**src/sv/b2da_pkg.sv**
```systemverilog
`default_nettype none

package b2da_pkg;

	// Default sizing
	localparam int VALUE_BITS_DEF = 32;
	localparam int MAX_DIGITS_DEF = 10;

	// Depth of the queue between converter and emitter
	localparam int FIFO_DEPTH = 2;

	localparam int DIGIT_W = 4;
	localparam int CHAR_W  = 6;

	localparam logic [CHAR_W-1:0]  ASCII_ZERO = CHAR_W'(48);
	localparam logic [DIGIT_W-1:0] DIGIT_FIVE = DIGIT_W'(5);
	localparam logic [DIGIT_W-1:0] DIGIT_ADJ  = DIGIT_W'(3);

	// Double-dabble correction of one BCD digit before it is doubled
	function automatic logic [DIGIT_W-1:0] add3(input logic [DIGIT_W-1:0] d);
		logic [DIGIT_W-1:0] r;
		if (d >= DIGIT_FIVE) begin
			r = d + DIGIT_ADJ;
		end else begin
			r = d;
		end
		return r;
	endfunction

endpackage

`default_nettype wire

```
**src/sv/b2da_front.sv**
```systemverilog
`default_nettype none

module b2da_front import b2da_pkg::*; #(
	parameter int VALUE_BITS = VALUE_BITS_DEF,
	parameter int MAX_DIGITS = MAX_DIGITS_DEF
) (
	input  wire logic                            clk,
	input  wire logic                            arst_n,
	input  wire logic                            push,
	output logic                                 full,
	input  wire logic [VALUE_BITS-1:0]           value,
	output logic                                 ent_valid,
	input  wire logic                            ent_ready,
	output logic [MAX_DIGITS*DIGIT_W:0]          ent_data
);

	localparam int BCD_W = MAX_DIGITS * DIGIT_W;
	localparam int CNT_W = $clog2(VALUE_BITS);

	typedef enum logic [1:0] {F_IDLE, F_RUN, F_DONE} fstate_t;

	fstate_t               state_q;
	logic [VALUE_BITS-1:0] bin_q;
	logic [BCD_W-1:0]      bcd_q;
	logic                  ovf_q;
	logic [CNT_W-1:0]      cnt_q;
	logic [BCD_W-1:0]      adj;

	always_comb begin
		for (int i = 0; i < MAX_DIGITS; i++) begin
			adj[i*DIGIT_W +: DIGIT_W] = add3(bcd_q[i*DIGIT_W +: DIGIT_W]);
		end
	end

	assign full      = (state_q != F_IDLE);
	assign ent_valid = (state_q == F_DONE);
	assign ent_data  = {ovf_q, bcd_q};

	always_ff @(posedge clk or negedge arst_n) begin
		if (!arst_n) begin
			state_q <= F_IDLE;
			bin_q   <= '0;
			bcd_q   <= '0;
			ovf_q   <= 1'b0;
			cnt_q   <= '0;
		end else begin
			unique case (state_q)
				F_IDLE: begin
					if (push) begin
						bin_q   <= value;
						bcd_q   <= '0;
						ovf_q   <= 1'b0;
						cnt_q   <= CNT_W'(VALUE_BITS - 1);
						state_q <= F_RUN;
					end
				end
				F_RUN: begin
					// shift one bit in; a carry out of the top digit marks overflow
					bcd_q <= {adj[BCD_W-2:0], bin_q[VALUE_BITS-1]};
					ovf_q <= ovf_q | adj[BCD_W-1];
					bin_q <= {bin_q[VALUE_BITS-2:0], 1'b0};
					cnt_q <= cnt_q - CNT_W'(1);
					if (cnt_q == '0) begin
						state_q <= F_DONE;
					end
				end
				F_DONE: begin
					if (ent_ready) begin
						state_q <= F_IDLE;
					end
				end
				default: begin
					state_q <= F_IDLE;
				end
			endcase
		end
	end

endmodule

`default_nettype wire

```
**src/sv/b2da_fifo.sv**
```systemverilog
`default_nettype none

module b2da_fifo import b2da_pkg::*; #(
	parameter int WIDTH = MAX_DIGITS_DEF * DIGIT_W + 1
) (
	input  wire logic             clk,
	input  wire logic             arst_n,
	input  wire logic             wr_valid,
	output logic                  wr_ready,
	input  wire logic [WIDTH-1:0] wr_data,
	output logic                  rd_valid,
	input  wire logic             rd_ready,
	output logic [WIDTH-1:0]      rd_data
);

	localparam int PTR_W = (FIFO_DEPTH > 1) ? $clog2(FIFO_DEPTH) : 1;
	localparam int CNT_W = $clog2(FIFO_DEPTH + 1);

	logic [WIDTH-1:0] mem_q [FIFO_DEPTH];
	logic [PTR_W-1:0] wr_ptr_q;
	logic [PTR_W-1:0] rd_ptr_q;
	logic [CNT_W-1:0] cnt_q;
	logic             do_wr;
	logic             do_rd;

	assign wr_ready = (cnt_q != CNT_W'(FIFO_DEPTH));
	assign rd_valid = (cnt_q != '0);
	assign rd_data  = mem_q[rd_ptr_q];
	assign do_wr    = wr_valid && wr_ready;
	assign do_rd    = rd_valid && rd_ready;

	always_ff @(posedge clk) begin
		if (do_wr) begin
			mem_q[wr_ptr_q] <= wr_data;
		end
	end

	always_ff @(posedge clk or negedge arst_n) begin
		if (!arst_n) begin
			wr_ptr_q <= '0;
			rd_ptr_q <= '0;
			cnt_q    <= '0;
		end else begin
			if (do_wr) begin
				wr_ptr_q <= (wr_ptr_q == PTR_W'(FIFO_DEPTH - 1)) ? '0 : wr_ptr_q + PTR_W'(1);
			end
			if (do_rd) begin
				rd_ptr_q <= (rd_ptr_q == PTR_W'(FIFO_DEPTH - 1)) ? '0 : rd_ptr_q + PTR_W'(1);
			end
			if (do_wr && !do_rd) begin
				cnt_q <= cnt_q + CNT_W'(1);
			end else if (do_rd && !do_wr) begin
				cnt_q <= cnt_q - CNT_W'(1);
			end
		end
	end

endmodule

`default_nettype wire

```
**src/sv/b2da_back.sv**
```systemverilog
`default_nettype none

module b2da_back import b2da_pkg::*; #(
	parameter int MAX_DIGITS = MAX_DIGITS_DEF
) (
	input  wire logic                        clk,
	input  wire logic                        arst_n,
	input  wire logic                        ent_valid,
	output logic                             ent_ready,
	input  wire logic [MAX_DIGITS*DIGIT_W:0] ent_data,
	output logic                             empty,
	input  wire logic                        pop,
	output logic [CHAR_W-1:0]                digit_char,
	output logic                             last
);

	localparam int BCD_W = MAX_DIGITS * DIGIT_W;
	localparam int REM_W = $clog2(MAX_DIGITS + 1);

	typedef enum logic [1:0] {B_IDLE, B_SKIP, B_EMIT} bstate_t;

	bstate_t            state_q;
	logic [BCD_W-1:0]   bcd_q;
	logic               ovf_q;
	logic [REM_W-1:0]   rem_q;
	logic [DIGIT_W-1:0] top_digit;
	logic               one_left;

	assign top_digit  = bcd_q[BCD_W-1 -: DIGIT_W];
	assign one_left   = (rem_q == REM_W'(1));
	assign ent_ready  = (state_q == B_IDLE);
	assign empty      = (state_q != B_EMIT);
	assign digit_char = ASCII_ZERO + {{(CHAR_W-DIGIT_W){1'b0}}, top_digit};
	assign last       = one_left;

	always_ff @(posedge clk or negedge arst_n) begin
		if (!arst_n) begin
			state_q <= B_IDLE;
			bcd_q   <= '0;
			ovf_q   <= 1'b0;
			rem_q   <= '0;
		end else begin
			unique case (state_q)
				B_IDLE: begin
					if (ent_valid) begin
						bcd_q   <= ent_data[BCD_W-1:0];
						ovf_q   <= ent_data[BCD_W];
						rem_q   <= REM_W'(MAX_DIGITS);
						state_q <= B_SKIP;
					end
				end
				B_SKIP: begin
					// drop leading zeros, keep at least one digit; overflow keeps them all
					if (!ovf_q && !one_left && top_digit == '0) begin
						bcd_q <= {bcd_q[BCD_W-DIGIT_W-1:0], {DIGIT_W{1'b0}}};
						rem_q <= rem_q - REM_W'(1);
					end else begin
						state_q <= B_EMIT;
					end
				end
				B_EMIT: begin
					if (pop) begin
						if (one_left) begin
							state_q <= B_IDLE;
						end else begin
							bcd_q <= {bcd_q[BCD_W-DIGIT_W-1:0], {DIGIT_W{1'b0}}};
							rem_q <= rem_q - REM_W'(1);
						end
					end
				end
				default: begin
					state_q <= B_IDLE;
				end
			endcase
		end
	end

endmodule

`default_nettype wire

```
**src/sv/binary_to_decimal_ascii_top.sv**
```systemverilog
// Flow: the converter takes a new value only when idle, once its last result has gone into the
//   queue; its pace is set by the bit-serial double-dabble loop, so long as the emitter keeps
//   the queue from filling. Each further character shows in the cycle after the previous pop.
// Reset: arst_n clears both state machines and the queue at once; no clearing pass is needed.
`default_nettype none

module binary_to_decimal_ascii_top import b2da_pkg::*; #(
	parameter int VALUE_BITS = VALUE_BITS_DEF,
	parameter int MAX_DIGITS = MAX_DIGITS_DEF
) (
	input  wire logic                  clk,
	input  wire logic                  arst_n,
	input  wire logic                  push,
	output logic                       full,
	input  wire logic [VALUE_BITS-1:0] value,
	output logic                       empty,
	input  wire logic                  pop,
	output logic [CHAR_W-1:0]          digit_char,
	output logic                       last
);

	// One queue entry: an overflow flag above MAX_DIGITS packed BCD digits,
	// most significant digit at the top.
	localparam int ENTRY_W = MAX_DIGITS * DIGIT_W + 1;

	logic               fr_valid;
	logic               fr_ready;
	logic [ENTRY_W-1:0] fr_data;
	logic               bk_valid;
	logic               bk_ready;
	logic [ENTRY_W-1:0] bk_data;

	// Front: take the transaction and shift the value through the BCD
	// register one bit a cycle, adding three to every digit of five or more.
	b2da_front #(
		.VALUE_BITS (VALUE_BITS),
		.MAX_DIGITS (MAX_DIGITS)
	) u_front (
		.clk       (clk),
		.arst_n    (arst_n),
		.push      (push),
		.full      (full),
		.value     (value),
		.ent_valid (fr_valid),
		.ent_ready (fr_ready),
		.ent_data  (fr_data)
	);

	// Short queue: lets the converter start the next value while the
	// emitter is still waiting on a slow consumer.
	b2da_fifo #(
		.WIDTH (ENTRY_W)
	) u_fifo (
		.clk      (clk),
		.arst_n   (arst_n),
		.wr_valid (fr_valid),
		.wr_ready (fr_ready),
		.wr_data  (fr_data),
		.rd_valid (bk_valid),
		.rd_ready (bk_ready),
		.rd_data  (bk_data)
	);

	// Back: skip leading zero digits unless the value overflowed, then present one ASCII character per
	// transaction, flagging the least significant one as last.
	b2da_back #(
		.MAX_DIGITS (MAX_DIGITS)
	) u_back (
		.clk        (clk),
		.arst_n     (arst_n),
		.ent_valid  (bk_valid),
		.ent_ready  (bk_ready),
		.ent_data   (bk_data),
		.empty      (empty),
		.pop        (pop),
		.digit_char (digit_char),
		.last       (last)
	);

endmodule

`default_nettype wire

```
**config.mk**
```make
export PLATFORM = sky130hd
export DESIGN_NAME = binary_to_decimal_ascii_top
export DESIGN_NICKNAME = d
export VERILOG_FILES = /design/src/sv/b2da_pkg.sv /design/src/sv/b2da_front.sv /design/src/sv/b2da_fifo.sv /design/src/sv/b2da_back.sv /design/src/sv/binary_to_decimal_ascii_top.sv
export SDC_FILE = /design/constraint.sdc
export NUM_CORES = 1
export LEC_CHECK = 0
export BUFFER_PORTS_ARGS = -buffer_cell sky130_fd_sc_hd__buf_2
export CAP_MARGIN = 15
export CORE_ASPECT_RATIO = 0.6
export CORE_MARGIN = 1
export CORE_UTILIZATION = 23
export DETAILED_ROUTE_END_ITERATION = 6
export HOLD_SLACK_MARGIN = 0.08
export PLACE_DENSITY = 0.46
export SYNTH_ARGS = -nofsm -noshare
export SYNTH_HDL_FRONTEND = slang
export SYNTH_SLANG_ARGS = --single-unit
```
**constraint.sdc**
```tcl
create_clock -name clk -period 3.3 [get_ports clk]
set_clock_uncertainty 0.2 [all_clocks]
set_input_delay 0.495 -clock clk [delete_from_list [all_inputs] [get_ports clk]]
set_output_delay 0.495 -clock clk [all_outputs]
set_load 0.02 [all_outputs]
```
# Word level (Yosys, flattened, before mapping)
# Memory sizes are Yosys's and may differ from the RTL's.
# Index checks and enable logic that the tools add are counted.
[classes]
n_addsub = 17
order_cmp = 10
n_eq_ne = 16
mux = 43
bitwise_logic = 1
n_reduce_logical = 24
[op_table]
columns = ["operator", "count"]
rows = [
  ["$mux 40", 5],
  ["$pmux 40 s3", 1],
  ["$pmux 40 s2", 1],
  ["$pmux 32 s2", 1],
  ["$mux 4", 14],
  ["$add 4x2->4 const B", 10],
  ["$ge 4x3->1 const B", 10],
  ["$mux 32", 1],
  ["$mux 2", 9],
  ["$ne 2x2->1 const B", 7],
  ["$pmux 2 s3", 2],
  ["$pmux 4 s3", 1],
  ["$pmux 5 s2", 1],
  ["$ne 2x1->1 const B", 4],
  ["$reduce_bool 2->1", 4],
  ["$add 5x5->6 const A", 1],
  ["$logic_and 1x1->1", 6],
  ["$logic_not 5->1", 1],
  ["$mux 1", 5],
  ["$mux 5", 1],
  ["$reduce_and 5->1", 1],
  ["$sub 5x1->5 const B", 1],
  ["$eq 2x1->1 const B", 2],
  ["$eq 2x2->1 const B", 2],
  ["other kinds (14)", 20],
]
[word_totals]
ff_bits = 131
ramBits = 82
elab_cells = 124
n_memories = 1
[mem_list]
columns = ["memory", "words", "word_bits", "read_ports", "rd_ports_with_merged_regs", "wr", "line_no", "text"]
rows = [
  ["u_fifo.mem_q", 2, 41, 1, 0, 1, "b2da_fifo.sv:19", "logic [WIDTH-1:0] mem_q [FIFO_DEPTH];"],
]

# Depth between registers and ports, before layout
[logic_depth]
ltp_word = 6
ltp_mapped = 8
mapped_depth_nobuf = 7

# Hierarchy
# From an unflattened synthesis, not the netlist that was laid out.
[hier_totals]
cells_unflattened = 838
hier_area_um2 = 10293.6
[modules_own_cells]
columns = ["module", "instances", "cells_per_inst", "area_each_um2", "seq_area_each_um2"]
rows = [
  ["b2da_front", 1, 458, 4479.3, 2001.9],
  ["b2da_fifo", 1, 146, 3355.7, 2562.5],
  ["b2da_back", 1, 234, 2458.6, 1176.1],
]

# Worst setup path before layout
# Ideal clock, no wire load.
[synth_timing]
path_kind = "register -> register"
start = "register u_front.state_q[0]"
end = "memory u_fifo.mem_q[0][0] (netlist bit), enable pin"
setup_ps = 444
arrival_time_ps = 2855
slack_ps = -199
stages_incl_launch_ff = 5
n_path_buf = 1
path_cell_list = "dfrtp_1 clkbuf_1 nand2b_1 nor2b_1 nor2b_1"
[synth_via]
elab_chain_cells = 4
[synth_lines]
columns = ["item", "line_no", "text"]
rows = [
  ["start: declaration", "b2da_front.sv:22", "fstate_t state_q;"],
  ["start signal: assignment", "b2da_front.sv:41", "state_q <= F_IDLE;"],
  ["start signal: assignment", "b2da_front.sv:54", "state_q <= F_RUN;"],
  ["start signal: assignment", "b2da_front.sv:64", "state_q <= F_DONE;"],
  ["$eq 2x2->1", "b2da_front.sv:36", "assign ent_valid = (state_q == F_DONE);"],
  ["$logic_and 1x1->1", "b2da_fifo.sv:29", "assign do_wr = wr_valid && wr_ready;"],
  ["via u_fifo.do_wr", "b2da_fifo.sv:23", "logic do_wr;"],
  ["$mux 1", "b2da_fifo.sv:33", "if (do_wr) begin"],
  ["$mux 1 (not written as such)", "b2da_fifo.sv:34", "mem_q[wr_ptr_q] <= wr_data;"],
  ["end: declaration", "b2da_fifo.sv:19", ""],
]
# The timed path passes the listed nets, and every way through them passes these cells.

# Final worst setup path
[layout_timing]
start = "register u_back.state_q[0]"
end = "register u_back.bcd_q[24]"
[layout_via]
elab_chain_cells = 3
word_cells_on_any_way = 10
classes_between = "eq/ne: 6; mux: 1; reduce/logical: 3"
[layout_lines]
columns = ["item", "line_no", "text"]
rows = [
  ["start: declaration", "b2da_back.sv:22", "bstate_t state_q;"],
  ["start signal: assignment", "b2da_back.sv:38", "state_q <= B_IDLE;"],
  ["start signal: assignment", "b2da_back.sv:49", "state_q <= B_SKIP;"],
  ["start signal: assignment", "b2da_back.sv:58", "state_q <= B_EMIT;"],
  ["$eq 2x2->1 (tied with other cells)", "b2da_back.sv:43", "unique case (state_q)"],
  ["$ne 2x2->1 (no line) (tied with other cells)", "--", ""],
  ["$reduce_and 5->1 (no line)", "--", ""],
  ["end signal: assignment", "b2da_back.sv:46", "bcd_q <= ent_data[BCD_W-1:0];"],
  ["end signal: assignment", "b2da_back.sv:55", "bcd_q <= {bcd_q[BCD_W-DIGIT_W-1:0], {DIGIT_W{1'b0}}};"],
  ["end signal: assignment", "b2da_back.sv:66", "bcd_q <= {bcd_q[BCD_W-DIGIT_W-1:0], {DIGIT_W{1'b0}}};"],
  ["end: declaration", "b2da_back.sv:23", "logic [BCD_W-1:0] bcd_q;"],
]
# Several ways; a longest one is shown, not always the timed one.
# A chain may end at the register's enable or synchronous reset.

==> run_results.csv <==
group,metric,value,unit
pwr,power_switching,4.09,mW
floorplanning,core,0.0423,mm²
cells_and_area,fin_area,0.0119,mm²
routing,firstDrtPassIters,4,
worst_setup_path,critPathLaunchType,"register",
pwr,power.internal,7.46,mW
placed_design,place.gp.congestion,0.724,
synth,synthDistinctLibCells,51,
timing,fin_ws,0.550,ns
synth,synth_top_family_by_area,"compound AO/OA/AOI/OAI gates",
floorplanning,initial_utilization,23.5,%
synth,synthMuxAreaShare,11.2,%
pwr,power.density,970,mW/mm²
placed_design,pre_cts_ws,0.564,ns
timing,final_hold_viol_count,0,
placed_design,detailed_place_hpwl,14600,µm
grt,grt-ovfl-total,0,
placed_design,port_buffers,42,
clocking,clk_latency,0.52,ns
clocking,clock-sinks,213,
synth,synth_warnings,0,
clocking,cts-root-buf,"clkbuf_16",
cells_and_area,instances_no_fill,1459,
grt,grt_pass1_wl,36700,µm
synth,yosys.area_share.simple,7.16,%
clocking,clk_pin_slew,0.07,ns
floorplanning,num_io_pins,45,
synth,yosysSeqAreaShare,57.7,%
synth,avgSynthCellArea,12.4,µm²
grt,antenna_found_initial,1,
synth,ys_async_sr_fraction,61.5,%
clocking,cts_buffer_depth,3,
pwr,p_clk_share,22.3,%
routing,dr.first_iter.drc_count,418,
routing,wl_per_cell,15.5,µm
pwr,p_seq_share,37.8,%
worst_setup_path,crit_fanout,11,
timing,post-route-period-util,83.3,%
cells_and_area,layout.nets,940,
pwr,p_leak,4.84,nW
floorplanning,die_w,271,µm
pwr,finalPower,11.5,mW
grt,grt_usage,10.5,%
grt,grt_max_degree,65,
synth,synth_edf_count,82,
floorplanning,dieHeight,163,µm
clocking,numCtsBuffers,21,
timing,max_slew_margin,45.6,%
synth,synth_adder_area_share,3.77,%
routing,vias,6224,
timing,worst_slew_pin_slew,0.816,ns
grt,grt_pass1_vias,6217,
status,outcome,"complete, no violations",
run,max-cap-violations,0,
cells_and_area,drive_above_1_share,17.1,%
routing,drt-vias-per-instance,4.27,
pwr,combPwrFrac,39.9,%
routing,routed_wl,22600,µm
timing,setup_viol,0,
timing,finalSetupTns,0,ns
pwr,switching_share,35.4,%
placed_design,place_inst,1388,
timing,rsz0062_at_grt,"false",
floorplanning,num_rows,58,
pwr,vdd_drop_max,0.968,mV
synth,synthesis.area,0.00995,mm²
cells_and_area,layout_commonest_cell,"dfrtp_1",
synth,synth_ff_type,"dfrtp_1",
worst_setup_path,crit_path_end_kind,"register",
routing,drc,0,
worst_setup_path,required,3.50,ns
synth,netlist_instances,804,
clocking,htreeDepth,1,
timing,fmax,364,MHz
worst_hold_path,hold_path_class,"input pin to register",
synth,synthXorXnorAreaFrac,2.11,%
clocking,cts_tree,"built",
cells_and_area,antenna_cells,0,
worst_setup_path,arrival,2.95,ns
routing,ant_nets,0,
floorplanning,die-area,0.0441,mm²
placed_design,place_area,0.0109,mm²
synth,synth_compound_area_share,13.9,%
worst_setup_path,critPathKind,"register to register",
synth,ys_ff_latch,213,
clocking,cts_resized,0,
cells_and_area,mostFrequentLayoutCells,"dfrtp_1, edfxtp_1, nand2_1",
timing,min_period,2.75,ns
timing,slew_violations,0,
cells_and_area,area_delta_synth_final,19.6,%
## cell usage after synthesis (30+ instances only)
library cell	number	share of area, %
nor2b_1	37	2.3
mux2_4	30	4.5
nand2_1	52	2.0
edfxtp_1	82	25
o21ai_0	46	2.3
dfrtp_1	131	33
o21ai_1	47	2.4
a21oi_1	49	2.5
mux2i_1	44	4.4
clkbuf_1	36	1.4
ha_1	30	3.8
a22oi_1	32	2.4
## worst max-delay path: stages, from the launching register on
cell and delay (ns):
dfrtp_1 0.42, inv_1 0.11, ha_1 0.25, or2_1 0.26, a2111oi_4 0.42, and2_4 0.36
buf_4 0.26, mux2_1 0.34
## repair_timing
action | CTS | global route
endpoints found under the hold margin | 77 | 0
hold buffers | 33 | 0
setup buffers | 0 | 0
## kinds of logic (layout without fill, tap and decap cells)
| kind of cell | Yosys count | count (layout) |
|---|---|---|
| compound gates | 225 | 225 |
| flops | 213 | 213 |
| simple gates | 135 | 135 |
| mux | 94 | 94 |
| buf+inv | 82 | 166 |
| fa+ha+maj | 30 | 30 |
| xor+xnor | 24 | 24 |
| other cells | 1 | 2 |
## flip-flops by register name (all words and copies together) (netlist names)
signal / flops
u_back.bcd_q: 40
u_front.ovf_q: 1
u_back.ovf_q: 1
u_back.state_q: 2
u_front.bin_q: 32
u_front.state_q: 2
u_fifo.cnt_q: 2
u_front.cnt_q: 5
u_fifo.rd_ptr_q: 1
u_fifo.mem_q: 82
u_front.bcd_q: 40
u_back.rem_q: 4
u_fifo.wr_ptr_q: 1
## layout make-up
| class | count | area [µm²] |
|---|---|---|
| Timing Repair Buffer | 99 | 790 |
| Tap cell | 570 | 713 |
| Sequential cell | 213 | 5740 |
| Inverter | 29 | 109 |
| Clock inverter | 15 | 191 |
| Fill cell | 4349 | 30400 |
| Multi-Input combinational cell | 510 | 3830 |
| Clock buffer | 23 | 533 |
## metal layers
metal	global-route usage, %	share of wire (%)
met5	0	0
met1	17.3	58
met3	2.32	4.3
met2	13.4	36
met4	1.98	1.7
## per-stage QoR
step	util (%)	hold WS (ns)
floorplan	-	-0.000591
global placement	25.7	0.269
detailed placement	25.7	0.276
global route	28.1	0.276
CTS	28.1	0.249
finish	28.1	0.262
## final timing paths
check | endpoint | startpoint | depth (start not counted) | slack, ns
max | u_back.bcd_q[24]$_DFFE_PN0P_ | u_back.state_q[0]$_DFFE_PN0P_ | 7 | 0.55
min | u_back.state_q[0]$_DFFE_PN0P_ | pop | 4 | 0.26
max reg2reg | u_back.bcd_q[24]$_DFFE_PN0P_ | u_back.state_q[0]$_DFFE_PN0P_ | 7 | 0.55
min reg2reg | u_back.bcd_q[19]$_DFFE_PN0P_ | u_back.bcd_q[19]$_DFFE_PN0P_ | 1 | 0.28
max in group asynchronous | u_front.bin_q[20]$_DFFE_PN0P_ | arst_n | 3 | 1.83
min in group asynchronous | u_back.bcd_q[36]$_DFFE_PN0P_ | arst_n | 2 | 0.29
## power groups by stage
stage | Combinational, mW | Clock (mW) | Sequential (mW)
finish | 4.61 | 2.58 | 4.37
global route | 5.19 | 2.78 | 4.49
CTS | 4.68 | 2.67 | 4.36
detailed placement | 4.65 | 0 | 4.41
global placement | 4.56 | 0 | 4.39
floorplan | 3.92 | 0 | 4.12
(Power assumes the default switching activity.)
